[src/rtl/core/sqt_pkg.sv]
// ----------------------------------------------------------------------------
// sqt_pkg
// Shared types, codes and default sizes of the time-then-id swap queue.
// ----------------------------------------------------------------------------
`default_nettype none

package sqt_pkg;

  // default sizes for the top level parameters
  localparam int unsigned DefQueueDepth = 64;
  localparam int unsigned DefIdCount    = 256;
  localparam int unsigned DefTimeBits   = 16;

  // widest entry time the command path carries
  localparam int unsigned MaxTimeBits   = 32;

  // result status codes
  localparam logic [1:0] ST_ADDED   = 2'd0;
  localparam logic [1:0] ST_REMOVED = 2'd1;
  localparam logic [1:0] ST_EMPTY   = 2'd2;
  localparam logic [1:0] ST_FULL    = 2'd3;

  // request codes
  localparam logic REQ_ADD    = 1'b0;
  localparam logic REQ_REMOVE = 1'b1;

  // classified command from front to back
  typedef enum logic [1:0] {
    OP_ADD,
    OP_REMOVE,
    OP_EMPTY,
    OP_FULL
  } cmd_op_e;

  // input transaction
  typedef struct packed {
    logic        req_type;
    logic [7:0]  proc_id;
    logic [15:0] created_time;
    logic [15:0] now_time;
  } in_t;

  // result transaction
  typedef struct packed {
    logic [1:0]  status;
    logic [7:0]  out_id;
    logic [15:0] out_time;
  } res_t;

  // command handed to the back end
  typedef struct packed {
    cmd_op_e                op;
    logic [7:0]             id;
    logic [MaxTimeBits-1:0] etime;
  } cmd_t;

endpackage

`default_nettype wire

[src/rtl/core/sqt_fifo.sv]
// ----------------------------------------------------------------------------
// sqt_fifo
// Small register queue used between front and back and on the result side.
// ----------------------------------------------------------------------------
`default_nettype none

module sqt_fifo #(
  parameter int unsigned WIDTH = 8,
  parameter int unsigned DEPTH = 2
) (
  input  wire logic             clk_i,
  input  wire logic             rst_ni,
  input  wire logic             push_i,
  input  wire logic [WIDTH-1:0] wdata_i,
  output      logic             full_o,
  input  wire logic             pop_i,
  output      logic [WIDTH-1:0] rdata_o,
  output      logic             empty_o
);

  localparam int unsigned PW = (DEPTH > 1) ? $clog2(DEPTH) : 1;
  localparam int unsigned CW = $clog2(DEPTH + 1);

  logic [WIDTH-1:0] mem_q [DEPTH];
  logic [PW-1:0]    wptr_q, wptr_d;
  logic [PW-1:0]    rptr_q, rptr_d;
  logic [CW-1:0]    cnt_q, cnt_d;
  logic             do_push, do_pop;

  assign full_o  = (cnt_q == CW'(DEPTH));
  assign empty_o = (cnt_q == '0);
  assign rdata_o = mem_q[rptr_q];
  assign do_push = push_i & ~full_o;
  assign do_pop  = pop_i & ~empty_o;

  // pointer and count update
  always_comb begin
    wptr_d = wptr_q;
    rptr_d = rptr_q;
    cnt_d  = cnt_q;
    if (do_push) begin
      wptr_d = (wptr_q == PW'(DEPTH - 1)) ? '0 : wptr_q + PW'(1);
    end
    if (do_pop) begin
      rptr_d = (rptr_q == PW'(DEPTH - 1)) ? '0 : rptr_q + PW'(1);
    end
    if (do_push && !do_pop) begin
      cnt_d = cnt_q + CW'(1);
    end else if (!do_push && do_pop) begin
      cnt_d = cnt_q - CW'(1);
    end
  end

  always_ff @(posedge clk_i or negedge rst_ni) begin
    if (!rst_ni) begin
      wptr_q <= '0;
      rptr_q <= '0;
      cnt_q  <= '0;
    end else begin
      wptr_q <= wptr_d;
      rptr_q <= rptr_d;
      cnt_q  <= cnt_d;
    end
  end

  // storage
  always_ff @(posedge clk_i) begin
    if (do_push) begin
      mem_q[wptr_q] <= wdata_i;
    end
  end

endmodule

`default_nettype wire

[src/rtl/core/sqt_front.sv]
// ----------------------------------------------------------------------------
// sqt_front
// Accepts requests, looks up the seen bitmap, picks the entry time and
// classifies each request against a shadow fill count.
// ----------------------------------------------------------------------------
`default_nettype none

module sqt_front
  import sqt_pkg::*;
#(
  parameter int unsigned QUEUE_DEPTH = DefQueueDepth,
  parameter int unsigned ID_COUNT    = DefIdCount,
  parameter int unsigned TIME_BITS   = DefTimeBits
) (
  input  wire logic clk_i,
  input  wire logic rst_ni,
  input  wire logic push_i,
  input  wire in_t  in_item_i,
  output      logic full_o,
  output      logic cmd_push_o,
  output      cmd_t cmd_o,
  input  wire logic cmd_full_i
);

  localparam int unsigned IW = $clog2(ID_COUNT);
  localparam int unsigned CW = $clog2(QUEUE_DEPTH + 1);

  logic          seen_mem [ID_COUNT];
  logic          clr_q;
  logic [IW-1:0] clr_idx_q;
  logic          pend_q;
  in_t           item_q;
  logic          seen_rd_q;
  logic [CW-1:0] fcount_q, fcount_d;

  logic          accept;
  logic [31:0]   in_pid32, item_pid32;
  logic [IW-1:0] in_idx, item_idx;
  logic          item_in_range, known;
  logic [31:0]   time_sel32;
  logic [TIME_BITS-1:0] time_masked;
  logic          seen_we;
  logic [IW-1:0] seen_waddr;
  logic          seen_wdata;

  assign full_o = clr_q | pend_q;
  assign accept = push_i & ~full_o;

  // id lookup index and range check
  assign in_pid32      = 32'(in_item_i.proc_id);
  assign in_idx        = in_pid32[IW-1:0];
  assign item_pid32    = 32'(item_q.proc_id);
  assign item_idx      = item_pid32[IW-1:0];
  assign item_in_range = (item_pid32 < 32'(ID_COUNT));
  assign known         = item_in_range & seen_rd_q;

  // entry time, masked to the stored width
  assign time_sel32  = known ? 32'(item_q.now_time) : 32'(item_q.created_time);
  assign time_masked = time_sel32[TIME_BITS-1:0];

  // classify against the shadow fill count
  always_comb begin
    fcount_d    = fcount_q;
    cmd_o.id    = item_q.proc_id;
    cmd_o.etime = MaxTimeBits'(time_masked);
    cmd_o.op    = OP_ADD;
    if (item_q.req_type == REQ_ADD) begin
      if (fcount_q == CW'(QUEUE_DEPTH)) begin
        cmd_o.op = OP_FULL;
      end else begin
        cmd_o.op = OP_ADD;
        fcount_d = fcount_q + CW'(1);
      end
    end else begin
      if (fcount_q == '0) begin
        cmd_o.op = OP_EMPTY;
      end else begin
        cmd_o.op = OP_REMOVE;
        fcount_d = fcount_q - CW'(1);
      end
    end
  end

  assign cmd_push_o = pend_q & ~cmd_full_i;

  // seen bitmap write port: clearing pass, then first-visit marks
  always_comb begin
    seen_we    = 1'b0;
    seen_waddr = item_idx;
    seen_wdata = 1'b1;
    if (clr_q) begin
      seen_we    = 1'b1;
      seen_waddr = clr_idx_q;
      seen_wdata = 1'b0;
    end else if (cmd_push_o && cmd_o.op == OP_ADD && item_in_range) begin
      seen_we = 1'b1;
    end
  end

  always_ff @(posedge clk_i) begin
    if (seen_we) begin
      seen_mem[seen_waddr] <= seen_wdata;
    end
    if (accept) begin
      seen_rd_q <= seen_mem[in_idx];
    end
  end

  // held request
  always_ff @(posedge clk_i) begin
    if (accept) begin
      item_q <= in_item_i;
    end
  end

  // control state
  always_ff @(posedge clk_i or negedge rst_ni) begin
    if (!rst_ni) begin
      clr_q     <= 1'b1;
      clr_idx_q <= '0;
      pend_q    <= 1'b0;
      fcount_q  <= '0;
    end else begin
      if (clr_q) begin
        clr_idx_q <= clr_idx_q + IW'(1);
        if (clr_idx_q == IW'(ID_COUNT - 1)) begin
          clr_q <= 1'b0;
        end
      end
      if (accept) begin
        pend_q <= 1'b1;
      end else if (cmd_push_o) begin
        pend_q   <= 1'b0;
        fcount_q <= fcount_d;
      end
    end
  end

endmodule

`default_nettype wire

[src/rtl/core/sqt_back.sv]
// ----------------------------------------------------------------------------
// sqt_back
// Carries out classified commands on the slot memories: appends entries,
// scans the leading equal-time run for the lowest id and closes the gap.
// ----------------------------------------------------------------------------
`default_nettype none

module sqt_back
  import sqt_pkg::*;
#(
  parameter int unsigned QUEUE_DEPTH = DefQueueDepth,
  parameter int unsigned TIME_BITS   = DefTimeBits
) (
  input  wire logic clk_i,
  input  wire logic rst_ni,
  input  wire cmd_t cmd_i,
  input  wire logic cmd_empty_i,
  output      logic cmd_pop_o,
  output      logic res_push_o,
  output      res_t res_o,
  input  wire logic res_full_i
);

  localparam int unsigned AW = $clog2(QUEUE_DEPTH);
  localparam int unsigned CW = $clog2(QUEUE_DEPTH + 1);

  localparam logic [1:0] S_IDLE  = 2'd0;
  localparam logic [1:0] S_SCAN  = 2'd1;
  localparam logic [1:0] S_SHIFT = 2'd2;
  localparam logic [1:0] S_FIN   = 2'd3;

  logic [7:0]           id_mem   [QUEUE_DEPTH];
  logic [TIME_BITS-1:0] time_mem [QUEUE_DEPTH];

  logic [1:0]           state_q, state_d;
  logic [CW-1:0]        fill_q, fill_d;
  logic [AW-1:0]        sidx_q, sidx_d;
  logic [AW-1:0]        j_q, j_d;
  logic [TIME_BITS-1:0] head_q, head_d;
  logic [7:0]           best_id_q, best_id_d;
  logic [AW-1:0]        best_idx_q, best_idx_d;
  logic [7:0]           rid_q;
  logic [TIME_BITS-1:0] rtime_q;

  logic [AW-1:0]        raddr;
  logic                 we;
  logic [AW-1:0]        waddr;
  logic [7:0]           wid;
  logic [TIME_BITS-1:0] wtime;
  logic [CW-1:0]        last_idx;
  logic                 run_end, scan_done, shift_last;
  logic [31:0]          head32;

  assign last_idx   = fill_q - CW'(1);
  assign cmd_pop_o  = (state_q == S_IDLE) & ~cmd_empty_i & ~res_full_i;
  assign head32     = 32'(head_q);
  assign shift_last = ((CW'(j_q) + CW'(1)) == last_idx);

  // running best over the leading equal-time run
  always_comb begin
    head_d     = head_q;
    best_id_d  = best_id_q;
    best_idx_d = best_idx_q;
    run_end    = 1'b0;
    if (state_q == S_SCAN) begin
      if (sidx_q == '0) begin
        head_d     = rtime_q;
        best_id_d  = rid_q;
        best_idx_d = '0;
      end else if (rtime_q != head_q) begin
        run_end = 1'b1;
      end else if (rid_q < best_id_q) begin
        best_id_d  = rid_q;
        best_idx_d = sidx_q;
      end
    end
  end

  assign scan_done = run_end | (CW'(sidx_q) == last_idx);

  // sequencer
  always_comb begin
    state_d    = state_q;
    fill_d     = fill_q;
    sidx_d     = sidx_q;
    j_d        = j_q;
    raddr      = '0;
    we         = 1'b0;
    waddr      = j_q;
    wid        = rid_q;
    wtime      = rtime_q;
    res_push_o = 1'b0;
    res_o      = '0;
    unique case (state_q)
      S_IDLE: begin
        if (cmd_pop_o) begin
          unique case (cmd_i.op)
            OP_ADD: begin
              we         = 1'b1;
              waddr      = fill_q[AW-1:0];
              wid        = cmd_i.id;
              wtime      = cmd_i.etime[TIME_BITS-1:0];
              fill_d     = fill_q + CW'(1);
              res_push_o = 1'b1;
              res_o.status = ST_ADDED;
            end
            OP_FULL: begin
              res_push_o   = 1'b1;
              res_o.status = ST_FULL;
            end
            OP_EMPTY: begin
              res_push_o   = 1'b1;
              res_o.status = ST_EMPTY;
            end
            OP_REMOVE: begin
              sidx_d  = '0;
              state_d = S_SCAN;
            end
          endcase
        end
      end
      S_SCAN: begin
        if (scan_done) begin
          raddr = best_idx_d + AW'(1);
          j_d   = best_idx_d;
          if (CW'(best_idx_d) == last_idx) begin
            state_d = S_FIN;
          end else begin
            state_d = S_SHIFT;
          end
        end else begin
          raddr  = sidx_q + AW'(1);
          sidx_d = sidx_q + AW'(1);
        end
      end
      S_SHIFT: begin
        we    = 1'b1;
        raddr = j_q + AW'(1) + AW'(1);
        j_d   = j_q + AW'(1);
        if (shift_last) begin
          state_d = S_FIN;
        end
      end
      S_FIN: begin
        fill_d         = fill_q - CW'(1);
        res_push_o     = 1'b1;
        res_o.status   = ST_REMOVED;
        res_o.out_id   = best_id_q;
        res_o.out_time = head32[15:0];
        state_d        = S_IDLE;
      end
      default: begin
        state_d = S_IDLE;
      end
    endcase
  end

  // slot memories, registered read
  always_ff @(posedge clk_i) begin
    if (we) begin
      id_mem[waddr]   <= wid;
      time_mem[waddr] <= wtime;
    end
    rid_q   <= id_mem[raddr];
    rtime_q <= time_mem[raddr];
  end

  // scan payload
  always_ff @(posedge clk_i) begin
    head_q     <= head_d;
    best_id_q  <= best_id_d;
    best_idx_q <= best_idx_d;
    sidx_q     <= sidx_d;
    j_q        <= j_d;
  end

  // control state
  always_ff @(posedge clk_i or negedge rst_ni) begin
    if (!rst_ni) begin
      state_q <= S_IDLE;
      fill_q  <= '0;
    end else begin
      state_q <= state_d;
      fill_q  <= fill_d;
    end
  end

  // a result is only produced when space was reserved at command pop
  assert property (@(posedge clk_i) disable iff (!rst_ni)
    res_push_o |-> !res_full_i)
    else $error("result pushed into a full queue");

  // a scan only runs over a non-empty queue
  assert property (@(posedge clk_i) disable iff (!rst_ni)
    (state_q == S_SCAN) |-> (fill_q != '0) && (CW'(sidx_q) < fill_q))
    else $error("scan index outside the filled slots");

  // shifting only moves slots below the last valid one
  assert property (@(posedge clk_i) disable iff (!rst_ni)
    (state_q == S_SHIFT) |-> ((CW'(j_q) + CW'(1)) < fill_q))
    else $error("shift beyond the filled slots");

  // an add never overruns the slot store
  assert property (@(posedge clk_i) disable iff (!rst_ni)
    (cmd_pop_o && cmd_i.op == OP_ADD) |-> (fill_q < CW'(QUEUE_DEPTH)))
    else $error("add into a full slot store");

  // a remove always finishes with a removed result
  assert property (@(posedge clk_i) disable iff (!rst_ni)
    (state_q == S_FIN) |=> ($past(res_push_o) && (state_q == S_IDLE)))
    else $error("remove did not complete");

endmodule

`default_nettype wire

[src/rtl/core/swap_queue_time_then_id.sv]
// ----------------------------------------------------------------------------
// swap_queue_time_then_id
// Ordered swap queue of process entries picked by head time, then lowest id.
// ----------------------------------------------------------------------------
//
//  channel   | direction | handshake              | payload
//  ----------+-----------+------------------------+-------------------------
//  request   | in        | push_i / full_o        | in_item_i  (in_t)
//  result    | out       | empty_o / pop_i        | out_item_o (res_t)
//
//  an add writes its slot and pushes its result when the back takes the
//  command; a remove first scans the leading equal-time run and then shifts
//  any later entries down over the single read and write port of the slot
//  memories before its result is pushed
//  after reset the seen bitmap is cleared with full_o high
//  the front holds one request and a two-entry command queue decouples it
//  from the back; a two-entry result queue lets requests enter while results
//  wait to be popped
// ----------------------------------------------------------------------------
`default_nettype none

module swap_queue_time_then_id
  import sqt_pkg::*;
#(
  parameter int unsigned QUEUE_DEPTH = DefQueueDepth,
  parameter int unsigned ID_COUNT    = DefIdCount,
  parameter int unsigned TIME_BITS   = DefTimeBits
) (
  input  wire logic clk_i,
  input  wire logic rst_ni,
  input  wire logic push_i,
  input  wire in_t  in_item_i,
  output      logic full_o,
  output      logic empty_o,
  input  wire logic pop_i,
  output      res_t out_item_o
);

  localparam int unsigned CmdW = $bits(cmd_t);
  localparam int unsigned ResW = $bits(res_t);

  cmd_t            cmd_push_data, cmd_pop_data;
  logic [CmdW-1:0] cmd_rd_vec;
  logic            cmd_push, cmd_full, cmd_pop, cmd_empty;
  res_t            res_push_data;
  logic [ResW-1:0] res_rd_vec;
  logic            res_push, res_full;

  // request side: lookup and classification
  sqt_front #(
    .QUEUE_DEPTH (QUEUE_DEPTH),
    .ID_COUNT    (ID_COUNT),
    .TIME_BITS   (TIME_BITS)
  ) u_front (
    .clk_i      (clk_i),
    .rst_ni     (rst_ni),
    .push_i     (push_i),
    .in_item_i  (in_item_i),
    .full_o     (full_o),
    .cmd_push_o (cmd_push),
    .cmd_o      (cmd_push_data),
    .cmd_full_i (cmd_full)
  );

  // command queue between front and back
  sqt_fifo #(
    .WIDTH (CmdW),
    .DEPTH (2)
  ) u_cmd_fifo (
    .clk_i   (clk_i),
    .rst_ni  (rst_ni),
    .push_i  (cmd_push),
    .wdata_i (cmd_push_data),
    .full_o  (cmd_full),
    .pop_i   (cmd_pop),
    .rdata_o (cmd_rd_vec),
    .empty_o (cmd_empty)
  );

  assign cmd_pop_data = cmd_t'(cmd_rd_vec);

  // slot store and remove sequencer
  sqt_back #(
    .QUEUE_DEPTH (QUEUE_DEPTH),
    .TIME_BITS   (TIME_BITS)
  ) u_back (
    .clk_i       (clk_i),
    .rst_ni      (rst_ni),
    .cmd_i       (cmd_pop_data),
    .cmd_empty_i (cmd_empty),
    .cmd_pop_o   (cmd_pop),
    .res_push_o  (res_push),
    .res_o       (res_push_data),
    .res_full_i  (res_full)
  );

  // result queue
  sqt_fifo #(
    .WIDTH (ResW),
    .DEPTH (2)
  ) u_res_fifo (
    .clk_i   (clk_i),
    .rst_ni  (rst_ni),
    .push_i  (res_push),
    .wdata_i (res_push_data),
    .full_o  (res_full),
    .pop_i   (pop_i),
    .rdata_o (res_rd_vec),
    .empty_o (empty_o)
  );

  assign out_item_o = res_t'(res_rd_vec);

endmodule

`default_nettype wire
[config.mk]
export PLATFORM = sky130hd
export DESIGN_NAME = swap_queue_time_then_id
export DESIGN_NICKNAME = d
export VERILOG_FILES = /design/src/rtl/core/sqt_pkg.sv /design/src/rtl/core/sqt_fifo.sv /design/src/rtl/core/sqt_front.sv /design/src/rtl/core/sqt_back.sv /design/src/rtl/core/swap_queue_time_then_id.sv
export SDC_FILE = /design/constraint.sdc
export NUM_CORES = 2
export LEC_CHECK = 0
export BUFFER_PORTS_ARGS = -buffer_cell sky130_fd_sc_hd__buf_2
export CORE_AREA = 2 2 385 387
export DETAILED_ROUTE_END_ITERATION = 10
export DIE_AREA = 0 0 387 389
export PLACE_DENSITY_LB_ADDON = 0.3
export SLEW_MARGIN = 40
export SYNTH_ARGS = -nofsm -noshare
export SYNTH_HDL_FRONTEND = slang
export SYNTH_SLANG_ARGS = --single-unit
[constraint.sdc]
create_clock -name clk_i -period 6.81 [get_ports clk_i]
set_input_delay 0.681 -clock clk_i [delete_from_list [all_inputs] [get_ports clk_i]]
set_output_delay 0.681 -clock clk_i [all_outputs]
set_load 0.01 [all_outputs]
# Yosys cells after proc, flatten, opt, wreduce, memory -nomap -nowiden
# Memory sizes are Yosys's and may differ from the RTL's. A register that Yosys moved wholly into a read port is not among the register bits.
# Index checks and enable logic that the tools add are counted.
# Widths: inputs -> output; s select.
# word_totals
out_inout_bits	28
regBits	117
in_bits	45
memories	5
ramBits	1896
wordCells	195
# memory_table
memory	words	word_bits	read_ports	rd_ports_with_merged_regs	write_ports	line	source
u_back.time_mem	64	16	1	1	1	sqt_back.sv:33	logic [TIME_BITS-1:0] time_mem [QUEUE_DEPTH];
u_back.id_mem	64	8	1	1	1	sqt_back.sv:32	logic [7:0] id_mem [QUEUE_DEPTH];
u_front.seen_mem	256	1	1	1	1	sqt_front.sv:28	logic seen_mem [ID_COUNT];
u_cmd_fifo.mem_q	2	26	1	0	1	sqt_fifo.sv:24	logic [WIDTH-1:0] mem_q [DEPTH];
u_res_fifo.mem_q	2	26	1	0	1	sqt_fifo.sv:24	
# classes
bitwise	17
eq_ne	23
n_lt_le_gt_ge	2
n_reduce_logical	32
n_mux	77
n_addsub	18
# ops
operator	count
$mux 6	12
$mux 16	4
$mux 8	7
$pmux 6 s2	3
$mux 7	5
$mux 1	27
$add 6x1->6 const B	4
$mux 2	12
$mux 24	1
$ne 16x16->1	1
$add 7x1->7 const B	2
$eq 6x7->1	2
$pmux 7 s2	1
$reduce_bool 2->1	7
$sub 7x1->7 const B	2
$eq 2x2->1 const B	6
$reduce_and 4->1	3
$logic_not 2->1	5
$ne 2x2->1 const B	5
$and 1x1->1	9
$lt 8x9->1 const B	1
$add 8x1->8 const B	1
$eq 8x8->1 const B	1
$lt 8x8->1	1
other kinds (20)	47

# Logic depth before layout (Yosys ltp)
# depth
word_depth	11
ltp_mapped	25

# Hierarchy
# A second synthesis with hierarchy kept.
# hier_totals
cells_unflattened	5860
area_unflattened_um2	87216.1
# modules_own_cells
mod	instances	area_per_inst_um2	cells_each
sqt_back	1	67707.4	4602
sqt_front	1	13905.8	1008
sqt_fifo at u_cmd_fifo	1	3429.5	150
sqt_fifo at u_res_fifo	1	2173.3	100

# Worst setup path before layout
# Ideal clock, no wire load.
# synth_timing
path_kind	register to register
startpoint	register u_front.clr_q
endpoint	register u_front.item_q, in the netlist u_front.item_idx[0] (enable)
slack_ns	0.210
setup_ns	0.404
n_path_buf	2
stages_incl_launch_ff	5
t_arrival_ns	6.195
cell_sequence	dfstp_2 > clkbuf_1 > inv_1 > clkbuf_1 > and3_1
# synth_between
elab_chain_cells	3
# synth_lines
element	line	source
from (decl)	sqt_front.sv:29	logic clr_q;
from (signal assigned)	sqt_front.sv:119	clr_q <= 1'b1;
from (signal assigned)	sqt_front.sv:127	clr_q <= 1'b0;
$or 1x1->1	sqt_front.sv:46	assign full_o = clr_q | pend_q;
$not 1->1	sqt_front.sv:47	assign accept = push_i & ~full_o;
$and 1x1->1	sqt_front.sv:47	
net u_front.accept	sqt_front.sv:36	logic accept;
to (signal assigned)	sqt_front.sv:112	item_q <= in_item_i;
to (decl)	sqt_front.sv:32	in_t item_q;
# The timed path passes the listed nets, and every way through them passes these cells.
# A chain may end at the register's enable or synchronous reset.

# Worst setup path in the final report
# layout_timing
startpoint	register u_back.best_id_q[3]
endpoint	register u_back.rid_q[7] (read register of u_back.id_mem)
# layout_between
elab_chain_cells	8
# layout_lines
element	line	source
from (decl)	sqt_back.sv:40	logic [7:0] best_id_q, best_id_d;
from (signal assigned)	sqt_back.sv:171	best_id_q <= best_id_d;
$lt 8x8->1	sqt_back.sv:72	end else if (rid_q < best_id_q) begin
$mux 6	sqt_back.sv:72	
$mux 6	sqt_back.sv:70	end else if (rtime_q != head_q) begin
$mux 6	sqt_back.sv:66	if (sidx_q == '0) begin
$mux 6	sqt_back.sv:65	if (state_q == S_SCAN) begin
net u_back.best_idx_d[1]	sqt_back.sv:41	logic [AW-1:0] best_idx_q, best_idx_d;
$add 6x1->6	sqt_back.sv:124	raddr = best_idx_d + AW'(1);
$mux 6	sqt_back.sv:123	if (scan_done) begin
$pmux 6 s2	sqt_back.sv:94	unique case (state_q)
to (decl)	sqt_back.sv:42	logic [7:0] rid_q;
# The timed path passes the listed nets, and every way through them passes these cells.

==> metrics.yaml <==
worst-setup-path-type: "register to register"
numPortBuffers: 72
postSynth.asyncResetShare: 0.0167
clk_latency_ps: 850
mappedNetlistNets: 5858
ys_warn_count: 0
critPathCaptureType: "register"
slowest_delay_ps: 810
grt_pass1_wl_um: 334000
grt_use_met3: 0.0647
start_util: 0.566
rsz0062_at_grt: "false"
period_needed_ps: 6130
timing.rr.end: "u_back.rid_q[7]$_DFF_P_"
path_cells: "inv_1 > ha_1 > or4_1 > a21oi_1 > o31a_1 > a21oi_1 > nor3_1 > inv_1 > ha_1 > and2_1 > a32oi_1 > o211ai_1 > and2_4 > nand2_1 > o221ai_1 > a31oi_1 > nor2_1 > a211oi_1 > or4_1"
required_ps: 7590
crit_family: "simple AND/OR/NAND/NOR gates"
vdd_drop_max_uv: 508
internal-power_w: 0.0275
core_area_mm2: 0.147
cts_resized: 0
globalRouteOverflowTotal: 0
row_count: 141
use_met2: 0.461
leakagePower_nw: 31.2
startpoint_type: "register"
total_power_w: 0.0468
maxCapViolations: 0
hold_path_startpoint: "in_item_i[37]"
ctsHoldBuffers: 33
drc: 0
synth_ff_type: "edfxtp_1"
grt_busiest_layer: "met2"
die_h_um: 389
dpl_cell_area_mm2: 0.0866
drtAntennaViolNets: 0
min_path_type: "input pin to register"
post_drt_wl_per_cell_um: 28.7
rrSetupSlack_ps: 680
hold_viol_final: 0
drv_slew: 0
gr-usage-all-layers: 0.300
max_slew.worst_pin.slew_ps: 945
fin_setup_tns_ps: 0
clock_skew_ps: 36.0
io_pins: 73
crit_arrival_ps: 6900
setup_viol: 0
drt_wl_total_um: 229000
drt_iter0_markers: 8617
post_cts_buffers: 0
area_growth_pct: 12.4
synth_cell_types: 84
dpl.hpwl_um: 133000
drive_gt1_frac: 0.137
comb_power_share: 0.409
tritoncts: "built"
cts_root_buf: "clkbuf_16"
ys_seq_elements: 2038
path_max_fanout: 22
die_width_um: 387
p_sw_w: 0.0193
min_to: "u_front.item_idx[5]$_DFFE_PP_"
yosysTopAreaCell: "edfxtp_1"
status: "complete, no violations"
antenna_found_initial: 13
first_pass_iters: 7
power_density_mw_per_mm2: 502
die-area_mm2: 0.151
cts.path.max_buffers: 3
worst-path-stages: 19
cts_buffers: 194
max_slew_margin: 0.366
min_delay_path_depth: 1
synth_edf_count: 1974
synth_common_cells: "1,974 x edfxtp_1, 707 x nand2_1, 453 x nor2_1, 326 x o21ai_0, 265 x clkbuf_1"
htreeDepth: 4
reg2reg_depth: 19
fillers: 10200
via_per_inst: 6.61
syn_inst: 5786
grt_pass1_vias: 50600
fin_area_mm2: 0.0932
grt_max_degree: 171
sw_frac_of_total: 0.412
synthesis.area_mm2: 0.0830
worst-path-buf-inv: 2
r2r_start: "u_back.best_id_q[3]$_DFFE_PP_"
avgSynthCellArea_um2: 14.3
clock_sinks: 2038
synthTopCellsByArea: "edfxtp_1 71%, nand2_1 3.2%, mux4_2 2.3%"
routabilityCongestion: 1.01
num_vias: 52600
met1_usage: 0.416
yosysSeqAreaShare: 0.732
layout.nets: 5937
period_share: 0.900
sequentialPowerShare: 0.364
fmax_mhz: 163
path_clk_slew_ps: 60
p_clk_frac: 0.227
yosysMostFrequentCell: "edfxtp_1"
cp_slowest_cell: "a211oi_1"
synth_top_area_share: 0.715
metal layers:
layer  up-vias  wire [um]  share of wire
met5         -         11       0.000048
met4         2      10800          0.047
met3       524      27400           0.12
met2      3381     105000           0.46
met1     26400      84900           0.37
li1      22300          -              -
placed cells by master, fill, tap and decap left out, types with 63 or more instances in the layout:
cell type | synthesis | final
a21oi_1 | 102 | 102
nand3_1 | 180 | 180
edfxtp_1 | 1974 | 1974
nor3_1 | 87 | 87
clkbuf_16 | 0 | 197
or3_1 | 226 | 225
buf_2 | 98 | 69
inv_1 | 64 | 63
o22ai_1 | 73 | 73
buf_4 | 8 | 153
and3_1 | 100 | 99
mux4_2 | 86 | 86
nor2_1 | 453 | 384
o221ai_1 | 106 | 106
o21ai_0 | 326 | 301
nand2_1 | 707 | 686
mux2i_1 | 118 | 118
worst max path at each step:
stage,slack [ps],end,start
6_report,680,u_back.rid_q[7]$_DFF_P_,u_back.best_id_q[3]$_DFFE_PP_
2_1_floorplan,210,u_front.item_idx[0]$_DFFE_PP_,u_front.clr_q$_DFF_PN1_
3_3_place_gp,380,u_back.rtime_q[7]$_DFF_P_,u_back.best_id_q[3]$_DFFE_PP_
4_1_cts,840,u_back.rid_q[6]$_DFF_P_,u_back.best_id_q[3]$_DFFE_PP_
3_5_place_dp,870,u_back.rid_q[6]$_DFF_P_,u_back.best_id_q[3]$_DFFE_PP_
5_1_grt,510,u_back.rid_q[7]$_DFF_P_,u_back.best_id_q[3]$_DFFE_PP_
power groups by stage:
| stage | registers (W) | clock network (W) | logic, W |
|---|---|---|---|
| 2_1_floorplan | 0.0173 | 0 | 0.0107 |
| 3_3_place_gp | 0.0173 | 0 | 0.0181 |
| 3_5_place_dp | 0.0173 | 0 | 0.0185 |
| 4_1_cts | 0.0170 | 0.0107 | 0.0186 |
| 5_1_grt | 0.0171 | 0.0111 | 0.0200 |
| 6_report | 0.0170 | 0.0106 | 0.0191 |
worst register-to-register path: stages (launching register included):
cell and delay (ps):
edfxtp_1 340, inv_1 60, ha_1 200, or4_1 550, a21oi_1 220, o31a_1 320
a21oi_1 110, nor3_1 400, inv_1 170, ha_1 300, and2_1 170, a32oi_1 190
o211ai_1 260, and2_4 390, nand2_1 670, o221ai_1 290, a31oi_1 290, nor2_1 90
a211oi_1 810, or4_1 260
through the flow:
stage | utilization | hold slack, ps | worst slack (ps) | instances
floorplan | - | 385 | 210 | 5786
global placement | 0.587 | 444 | 378 | 7546
detailed placement | 0.590 | 457 | 866 | 7564
CTS | 0.635 | 59.3 | 843 | 7952
global route | 0.636 | 67.5 | 509 | 7954
finish | 0.636 | 97.5 | 682 | 7958
logic make-up (layout without fill, tap and decap cells):
group	Yosys count	in the layout	share of synthesized area
flip-flops	2038	2038	0.732
AND/OR/NAND/NOR	1893	1893	0.105
AO/OA/AOI/OAI	1010	1010	0.0816
buffers and inverters	482	720	0.0240
multiplexers	254	254	0.0444
XOR/XNOR	82	82	0.00899
adder cells (fa/ha/maj)	27	27	0.00416
other	0	4	0
registers in the layout (all words and copies together), names as in the netlist, 7 cells and up:
signal,count
u_back.time_mem,1024
u_back.id_mem,512
u_front.seen_mem,256
u_cmd_fifo.mem_q,52
u_res_fifo.mem_q,52
u_front.item_q,33
u_back.head_q,16
u_back.rtime_q,16
u_back.best_id_q,8
u_back.rid_q,8
u_front.clr_idx_q,8
u_front.item_idx,8
u_back.fill_q,7
u_front.fcount_q,7
final cells by class:
type | count | area (um^2) | share of cell area
Antenna cell | 4 | 10.0 | 0.000107
Tap cell | 1930 | 2410 | 0.0259
Sequential cell | 2038 | 60700 | 0.651
Inverter | 66 | 260 | 0.00279
Clock buffer | 250 | 5210 | 0.0559
Multi-Input combinational cell | 3266 | 20900 | 0.224
Clock inverter | 105 | 1020 | 0.0110
Timing Repair Buffer | 299 | 2660 | 0.0285
Note: power is estimated with default switching activity, not from simulation.
